--- config.mk ---
export PLATFORM = sky130hd
export DESIGN_NAME = crc32_msb_first_engine
export DESIGN_NICKNAME = d
export VERILOG_FILES = /design/src/rtl/crc32_pkg.sv /design/src/rtl/crc32_msb_first_engine.sv
export SDC_FILE = /design/constraint.sdc
export NUM_CORES = 1
export LEC_CHECK = 0
export BUFFER_PORTS_ARGS = -buffer_cell sky130_fd_sc_hd__buf_2
export CORE_MARGIN = 2
export CORE_UTILIZATION = 50
export DETAILED_ROUTE_END_ITERATION = 10
export PLACE_DENSITY = 0.69
export SETUP_SLACK_MARGIN = 0.3
export SYNTH_ARGS = -nofsm -noshare
export SYNTH_HDL_FRONTEND = slang
export SYNTH_SLANG_ARGS = --single-unit
--- constraint.sdc ---
create_clock -name clk -period 4.8 [get_ports clk]
set_input_delay 0.24 -clock clk [delete_from_list [all_inputs] [get_ports clk]]
set_output_delay 0.24 -clock clk [all_outputs]
set_load 0.03 [all_outputs]
--- src/rtl/crc32_pkg.sv ---
`default_nettype none
// ----------------------------------------------------------------------------
// crc32_pkg
// Register map, reset values and the byte-update function for the
// MSB-first CRC-32 engine.
// ----------------------------------------------------------------------------
package crc32_pkg;

    localparam int unsigned CRC_W   = 32;
    localparam int unsigned BYTE_W  = 8;
    localparam int unsigned ADDR_W  = 4;
    localparam int unsigned DATA_W  = 32;

    // register indexes (byte address = 4 * index)
    localparam logic [1:0] REG_POLY    = 2'd0;
    localparam logic [1:0] REG_INIT    = 2'd1;
    localparam logic [1:0] REG_REFLECT = 2'd2;
    localparam logic [1:0] REG_INVERT  = 2'd3;

    localparam logic [CRC_W-1:0] POLY_RESET = 32'h04C1_1DB7;
    localparam logic [CRC_W-1:0] INIT_RESET = 32'hFFFF_FFFF;

    typedef logic [CRC_W-1:0] crc_t;

    // XOR one byte into the top of the register, then eight shift steps
    function automatic crc_t crc32_absorb(input crc_t crc, input logic [BYTE_W-1:0] data,
                                          input crc_t poly);
        crc_t r;
        r = crc ^ {data, {(CRC_W-BYTE_W){1'b0}}};
        for (int k = 0; k < BYTE_W; k++)
        begin
            if (r[CRC_W-1])
                r = {r[CRC_W-2:0], 1'b0} ^ poly;
            else
                r = {r[CRC_W-2:0], 1'b0};
        end
        return r;
    endfunction

    function automatic crc_t crc32_reverse(input crc_t v);
        crc_t r;
        for (int k = 0; k < CRC_W; k++)
        begin
            r[k] = v[CRC_W-1-k];
        end
        return r;
    endfunction

endpackage
`default_nettype wire

--- src/rtl/crc32_msb_first_engine.sv ---
`default_nettype none
// ----------------------------------------------------------------------------
// crc32_msb_first_engine
// Byte-stream CRC-32, MSB first, with programmable polynomial, initial value,
// output reversal and output inversion.
// ----------------------------------------------------------------------------
// One byte is taken every cycle while in_stall is low. A byte is captured in
// the input register and then folded into the running CRC by one unrolled
// eight-step XOR network; a byte marked last places the finished CRC in the
// result register, so a result passes the input and result registers in turn.
// Non-last bytes never wait on the output side; a last byte waits only while
// the previous result is still held. Writing initial_value also restarts the
// running CRC; registers are to be written only while no message is in flight.
module crc32_msb_first_engine
    import crc32_pkg::*;
(
    input  wire                 clk,
    input  wire                 rst_n,
    // APB-style configuration port
    input  wire                 psel,
    input  wire                 penable,
    input  wire                 pwrite,
    input  wire  [ADDR_W-1:0]   paddr,
    input  wire  [DATA_W-1:0]   pwdata,
    output logic [DATA_W-1:0]   prdata,
    output logic                pready,
    // byte input
    input  wire                 in_valid,
    output logic                in_stall,
    input  wire  [BYTE_W-1:0]   data_byte,
    input  wire                 last_byte,
    // result output
    output logic                out_valid,
    input  wire                 out_stall,
    output logic [CRC_W-1:0]    crc_value
);

    crc_t               poly_reg;
    crc_t               init_reg;
    logic               reflect_reg;
    logic               invert_reg;
    crc_t               crc_reg;
    crc_t               crc_next;

    logic               s1_valid_reg;
    logic [BYTE_W-1:0]  s1_byte_reg;
    logic               s1_last_reg;

    logic               res_valid_reg;
    crc_t               res_crc_reg;

    logic               cfg_wr;
    logic [1:0]         cfg_idx;
    logic               s1_adv;
    logic               s1_load;
    crc_t               absorbed;
    crc_t               finished;

    assign pready  = 1'b1;
    assign cfg_wr  = psel && penable && pwrite && pready;
    assign cfg_idx = paddr[3:2];

    always_comb
    begin
        case (cfg_idx)
            REG_POLY:    prdata = poly_reg;
            REG_INIT:    prdata = init_reg;
            REG_REFLECT: prdata = {{(DATA_W-1){1'b0}}, reflect_reg};
            REG_INVERT:  prdata = {{(DATA_W-1){1'b0}}, invert_reg};
            default:     prdata = '0;
        endcase
    end

    always_ff @(posedge clk or negedge rst_n)
    begin
        if (!rst_n)
        begin
            poly_reg    <= POLY_RESET;
            init_reg    <= INIT_RESET;
            reflect_reg <= 1'b1;
            invert_reg  <= 1'b1;
        end
        else if (cfg_wr)
        begin
            case (cfg_idx)
                REG_POLY:    poly_reg    <= pwdata;
                REG_INIT:    init_reg    <= pwdata;
                REG_REFLECT: reflect_reg <= pwdata[0];
                REG_INVERT:  invert_reg  <= pwdata[0];
                default:     ;
            endcase
        end
    end

    // a non-last byte leaves no result, so it never waits on the output
    assign s1_adv   = s1_valid_reg && (!s1_last_reg || !res_valid_reg || !out_stall);
    assign s1_load  = in_valid && !in_stall;
    assign in_stall = s1_valid_reg && !s1_adv;

    always_comb
    begin
        absorbed = crc32_absorb(crc_reg, s1_byte_reg, poly_reg);
        finished = reflect_reg ? crc32_reverse(absorbed) : absorbed;
        if (invert_reg)
            finished = ~finished;
        crc_next = crc_reg;
        if (cfg_wr && (cfg_idx == REG_INIT))
            crc_next = pwdata;
        else if (s1_adv)
            crc_next = s1_last_reg ? init_reg : absorbed;
    end

    always_ff @(posedge clk or negedge rst_n)
    begin
        if (!rst_n)
        begin
            crc_reg       <= INIT_RESET;
            s1_valid_reg  <= 1'b0;
            res_valid_reg <= 1'b0;
        end
        else
        begin
            crc_reg <= crc_next;
            if (s1_load)
                s1_valid_reg <= 1'b1;
            else if (s1_adv)
                s1_valid_reg <= 1'b0;
            if (s1_adv && s1_last_reg)
                res_valid_reg <= 1'b1;
            else if (!out_stall)
                res_valid_reg <= 1'b0;
        end
    end

    always_ff @(posedge clk)
    begin
        if (s1_load)
        begin
            s1_byte_reg <= data_byte;
            s1_last_reg <= last_byte;
        end
        if (s1_adv && s1_last_reg)
            res_crc_reg <= finished;
    end

    assign out_valid = res_valid_reg;
    assign crc_value = res_crc_reg;

endmodule
`default_nettype wire

==> results of run 1 <==
-- layer usage --
| metal | GRT usage, % | part of all wire (%) | up-vias |
|---|---|---|---|
| met5 | 0 | 0 | - |
| met4 | 7.71 | 1.9 | 0 |
| met3 | 4.57 | 7.6 | 57 |
| met2 | 41.2 | 46 | 450 |
| met1 | 39.8 | 45 | 4943 |
| li1 | - | - | 4779 |
-- kinds of logic (layout without fill, tap and decap cells) --
logic type | after synthesis | count (layout) | synth area share (%)
flip-flops | 141 | 141 | 32.5
other | 1 | 1 | 0.0317
multiplexers | 133 | 133 | 11.9
AND/OR/NAND/NOR | 477 | 477 | 17.8
XOR/XNOR | 289 | 289 | 22.5
buffers and inverters | 130 | 249 | 5.02
AO/OA/AOI/OAI | 182 | 184 | 10.3
-- final timing paths --
| check | from | end | slack, ps |
|---|---|---|---|
| max | crc_reg[31] | crc_value[16] | 190 |
| min | pwdata[29] | poly_reg[29] | 30 |
| max reg2reg | crc_reg[31] | crc_value[16] | 190 |
| min reg2reg | init_reg[5] | init_reg[5] | 470 |
| max in group asynchronous | rst_n | reflect_reg | 3250 |
| min in group asynchronous | rst_n | poly_reg[19] | 480 |
-- area by class of cell --
cell class | count | area share [%]
clock buffer | 17 | 3.04
clock inverter | 15 | 1.10
inverter | 5 | 0.134
multi-input combinational | 1084 | 55.0
sequential | 141 | 27.4
tap | 319 | 2.85
timing repair buffer | 212 | 10.5
-- metrics by stage --
stage	util (%)	setup WS (ps)
after floorplan	-	800
after global placement	54.8	126
after detailed placement	54.8	13.2
after CTS	58.0	285
after global routing	60.0	50.8
final	60.0	186
-- worst max-delay path, delay by kind of cell, from the launching register on --
family	cells	cell delay, ps
AO/OA/AOI/OAI	3	500
XOR/XNOR	4	880
buffers and inverters	4	710
flip-flops	1	620
multiplexers	2	450
AND/OR/NAND/NOR	4	1180
-- cell usage after synthesis, drive strengths merged, types with 4 or more instances --
| master | number |
|---|---|
| nor3 | 15 |
| edfxtp | 41 |
| and3 | 33 |
| o211ai | 30 |
| nor2 | 46 |
| mux2 | 33 |
| nand3 | 70 |
| nand2 | 286 |
| xor2 | 31 |
| inv | 4 |
| dfstp | 80 |
| a21oi | 44 |
| or4 | 5 |
| dfrtp | 20 |
| mux2i | 99 |
| buf | 35 |
| a211oi | 4 |
| clkbuf | 90 |
| nand2b | 4 |
| o21ai | 76 |
| and2 | 5 |
| xnor2 | 255 |
-- timing repair --
item | CTS | global route
hold buffers | 11 | 0
gates cloned | 2 | 2
hold endpoints to repair | 19 | 0
endpoints found under the setup margin | 34 | 48
buffers inserted | 1 | 21
pin swaps | 2 | 35
resized for setup | 4 | 37
==> flow_metrics.tcl, run 1 <==
set metrics [dict create \
    grt_remaining_overflow 0 \
    cp.required_ps 4960 \
    critPathLaunchType "register" \
    worstMarginPinSlew_ps 1120 \
    gp_congestion 0.917 \
    grt_pass1_vias 9413 \
    relSlewSlack_pct 25.1 \
    synth.net_count 1405 \
    cts_root_buf "clkbuf_16" \
    crit_slowest_cell "dfstp_2" \
    netlist_instances 1353 \
    yosysTopAreaCell "xnor2_1" \
    hold_viol_final 0 \
    first_pass_iters 5 \
    cts_tree "built" \
    synth_flop_cell "dfstp_2" \
    clk_pin_slew_ps 70 \
    synth-edff-count 41 \
    final_common_cell "nand2_1" \
    avgSynthCellArea_um2 8.73 \
    path_cells "xor2_2 -> buf_6 -> nand3_4 -> a221oi_4 -> o32ai_2 -> buf_4 -> mux2_4 -> or4_4 -> and3_4 -> nor4_4 -> buf_4 -> buf_12 -> o21ai_4 -> xnor2_2 -> xnor2_2 -> mux2i_1 -> xnor2_1" \
    totalWireLength_mm 34.2 \
    dpl.cell_count 1724 \
    fin_crit_sh_pct 96.1 \
    critPathCaptureType "register" \
    drv_cap 0 \
    antenna_found_initial 0 \
    clock_path_buffers 2 \
    final.min_clock_period_ps 4610 \
    areaGrowthSynthToFinish_pct 18.6 \
    slew_violations 0 \
    min_path_type "input pin to register" \
    grt_max_degree 73 \
    cts_max_level 4 \
    die_area_um2 24900 \
    setup_viol 0 \
    rsz0062_at_grt "yes" \
    fillers 1976 \
    ys_top_cells_by_area "xnor2_1, dfstp_2, edfxtp_1, nand2_1, mux2i_1" \
    drtIter0Drc 911 \
    drive_above_1_share_pct 29.1 \
    ys_seq_area_share_pct 32.5 \
    vias 10200 \
    place_area_um2 12800 \
    status "complete, no violations" \
    fin_tns_setup_ps 0 \
    fmax_mhz 217 \
    drc 0 \
    placementRows 56 \
    rr_worst_depth 17 \
    hold-path-cell-count 3 \
    start_util_pct 50.6 \
    stdcell_count 1793 \
    die_h_um 158 \
    area.sequential_um2 3830 \
    final_cell_mix "nand2_1, xnor2_1, buf_2" \
    post_synth_instance_area_um2 11800 \
    cts_sinks 141 \
    fin_skew_ps 10.7 \
    critPathMaxStageDelay_ps 620 \
    holdWs_ps 25.4 \
    via_per_inst 5.70 \
    drtAntennaViolNets 0 \
    io_pins 119 \
    grt.total_usage_pct 27.2 \
    num-nets-final 1513 \
    stdcell_area_um2 14000 \
    worstSetupPathType "register to register" \
    numCtsBuffers 17 \
    portBuffers 115 \
    ys_types 68 \
    die_w_um 158 \
    cp_max_fo 8 \
    async_flop_share_pct 70.9 \
    yosysWarnings 0 \
    antennaDiodeCount 0 \
    ys_seq_elements 141 \
    cp_data_arrival_time_ps 4770 \
    core_um2 23300 \
    dp.final_hpwl_mm 21.8 \
    routedWlPerCell_um 19.1 \
    clk_latency_ps 430 \
    synth_top_area_share_pct 18.5 \
    multi_input_area_um2 7710 \
    grt_pass1_wl_mm 52.8 \
]
Power of run 1 is left out: the tool's default activity adds up to more than one toggle a clock period on the data nets, which glitch-free logic cannot reach.
==> run 2, diff against run 1 <==
Clock period 4.8 ns to 5.9 ns, I/O delays scaled along.
==> run 2 against run 1 <==
Compared with the run above: die area unchanged; critical path depth decreased by 3; via count decreased by 4.0%; non-clock buffer count decreased by 66; sequential share of layout area increased by 1.9 points; first-iteration DRC count decreased by 21%; final cell count decreased by 3.8%; critical path type unchanged.
==> flow_metrics.tcl, run 2 (synthesis results as in run 1) <==
set metrics [dict create \
    vias 9820 \
    hold_viol_final 0 \
    totalWireLength_mm 31.6 \
    path_common_cell "xnor2_1" \
    portBuffers 115 \
    dp.final_hpwl_mm 21.2 \
    area.sequential_um2 3830 \
    antenna_found_initial 0 \
    worstSetupPathType "register to register" \
    min_path_type "input pin to register" \
    start_util_pct 50.6 \
    via_per_inst 5.69 \
    drc 0 \
    areaGrowthSynthToFinish_pct 11.0 \
    grt_remaining_overflow 0 \
    fmax_mhz 191 \
    hold_start "data_byte[3]" \
    path_cells "xor2_2 -> buf_4 -> a2111oi_0 -> a21oi_1 -> and3b_1 -> nand2_1 -> xnor2_1 -> mux2_2 -> or3_1 -> nand3_1 -> mux2i_1 -> xnor2_1 -> mux2i_1 -> xnor2_1" \
    grt_pass1_vias 9276 \
    placementRows 56 \
    cts-resized-gates 0 \
    crit_slowest_cell "or3_1" \
    fin_crit_sh_pct 88.6 \
    antennaDiodeCount 0 \
    cts_sinks 141 \
    cts_root_buf "clkbuf_16" \
    grt_max_degree 59 \
    slew_violations 0 \
    finalWorstSetupSlack_ps 674 \
    final_common_cell "nand2_1" \
    drv_cap 0 \
    postCtsSetupBuffers 0 \
    critPathMaxStageDelay_ps 780 \
    cp.required_ps 6060 \
    final.min_clock_period_ps 5230 \
    die_w_um 158 \
    rsz0062_at_grt "no" \
    die_area_um2 24900 \
    worstMarginPinSlew_ps 1110 \
    fin_tns_setup_ps 0 \
    status "complete, no violations" \
    num-nets-final 1445 \
    cts_max_level 4 \
    drtIter0Drc 724 \
    core_um2 23300 \
    drtAntennaViolNets 0 \
    die_h_um 158 \
    fin_skew_ps 12.2 \
    r2r-start "crc_reg[31]" \
    setup_viol 0 \
    multi_input_area_um2 7440 \
    cp_data_arrival_time_ps 5390 \
    cp-startpoint "crc_reg[31]" \
    fillers 2125 \
    clock_path_buffers 2 \
    grt_pass1_wl_mm 50.6 \
    place_ws_ps 824 \
    clk_latency_ps 440 \
    first_pass_iters 7 \
    routedWlPerCell_um 18.3 \
    clk_pin_slew_ps 70 \
    drive_above_1_share_pct 24.8 \
    relSlewSlack_pct 26.2 \
    critPathLaunchType "register" \
    final_cell_mix "nand2_1, xnor2_1, buf_2" \
    numCtsBuffers 17 \
    critPathCaptureType "register" \
    grt.total_usage_pct 26.0 \
    gp_congestion 0.889 \
    cts-hold-fix-buffers 1 \
    cts_tree "built" \
    cp_max_fo 38 \
    io_pins 119 \
]
==> run 2: cell types whose count changed in the layout (fill, tap and decap cells not counted), moves of 4 or more <==
cell,before,now
o21ai_2,25,29
buf_12,7,2
xnor2_1,231,248
xnor2_2,21,4
dlygate4sd3_1,11,1
o21ai_4,4,0
buf_4,75,29
==> run 2: worst paths after layout <==
check	to	slack, ps	cells past startpoint
max	crc_value[24]	670	14
min	s1_byte_reg[3]	30	1
max reg2reg	crc_value[24]	670	14
min reg2reg	init_reg[18]	470	2
max in group asynchronous	poly_reg[31]	4340	3
min in group asynchronous	poly_reg[19]	390	2
==> run 2: cell type report <==
class	instances	area share [%]
Sequential cell	141	29.2
Tap cell	319	3.04
Clock inverter	15	1.19
Multi-Input combinational cell	1082	56.7
Timing Repair Buffer	146	6.39
Clock buffer	17	3.25
Inverter	5	0.143
==> run 2: routing by layer <==
layer  up-vias  part of all wire [%]  track usage (%)
met5         -                     0                0
met2       375                    44             39.3
met1      4767                    47             38.8
met4         0                   1.5             7.32
met3        39                   6.8             3.42
li1       4639                     -                -
==> run 2: per-stage QoR <==
| stage | area [um2] | std cells | util [%] | hold slack, ps |
|---|---|---|---|---|
| after CTS | 13100 | 1725 | 56.2 | 15.5 |
| after detailed placement | 12500 | 1692 | 53.6 | 328 |
| after global placement | 12500 | 1692 | 53.6 | 315 |
| final | 13100 | 1725 | 56.2 | 27.4 |
| after global routing | 13100 | 1725 | 56.2 | 20.9 |
| after floorplan | 11800 | 1353 | - | -0.591 |
==> run 2: worst max-delay path, delay by kind of cell, from the launching register on <==
kind | cells | cell delay (ps)
AND/OR/NAND/NOR | 4 | 1360
buffers and inverters | 1 | 450
multiplexers | 3 | 710
AO/OA/AOI/OAI | 2 | 460
flip-flops | 1 | 620
XOR/XNOR | 4 | 1310
Power of run 2 is left out for the same reason.
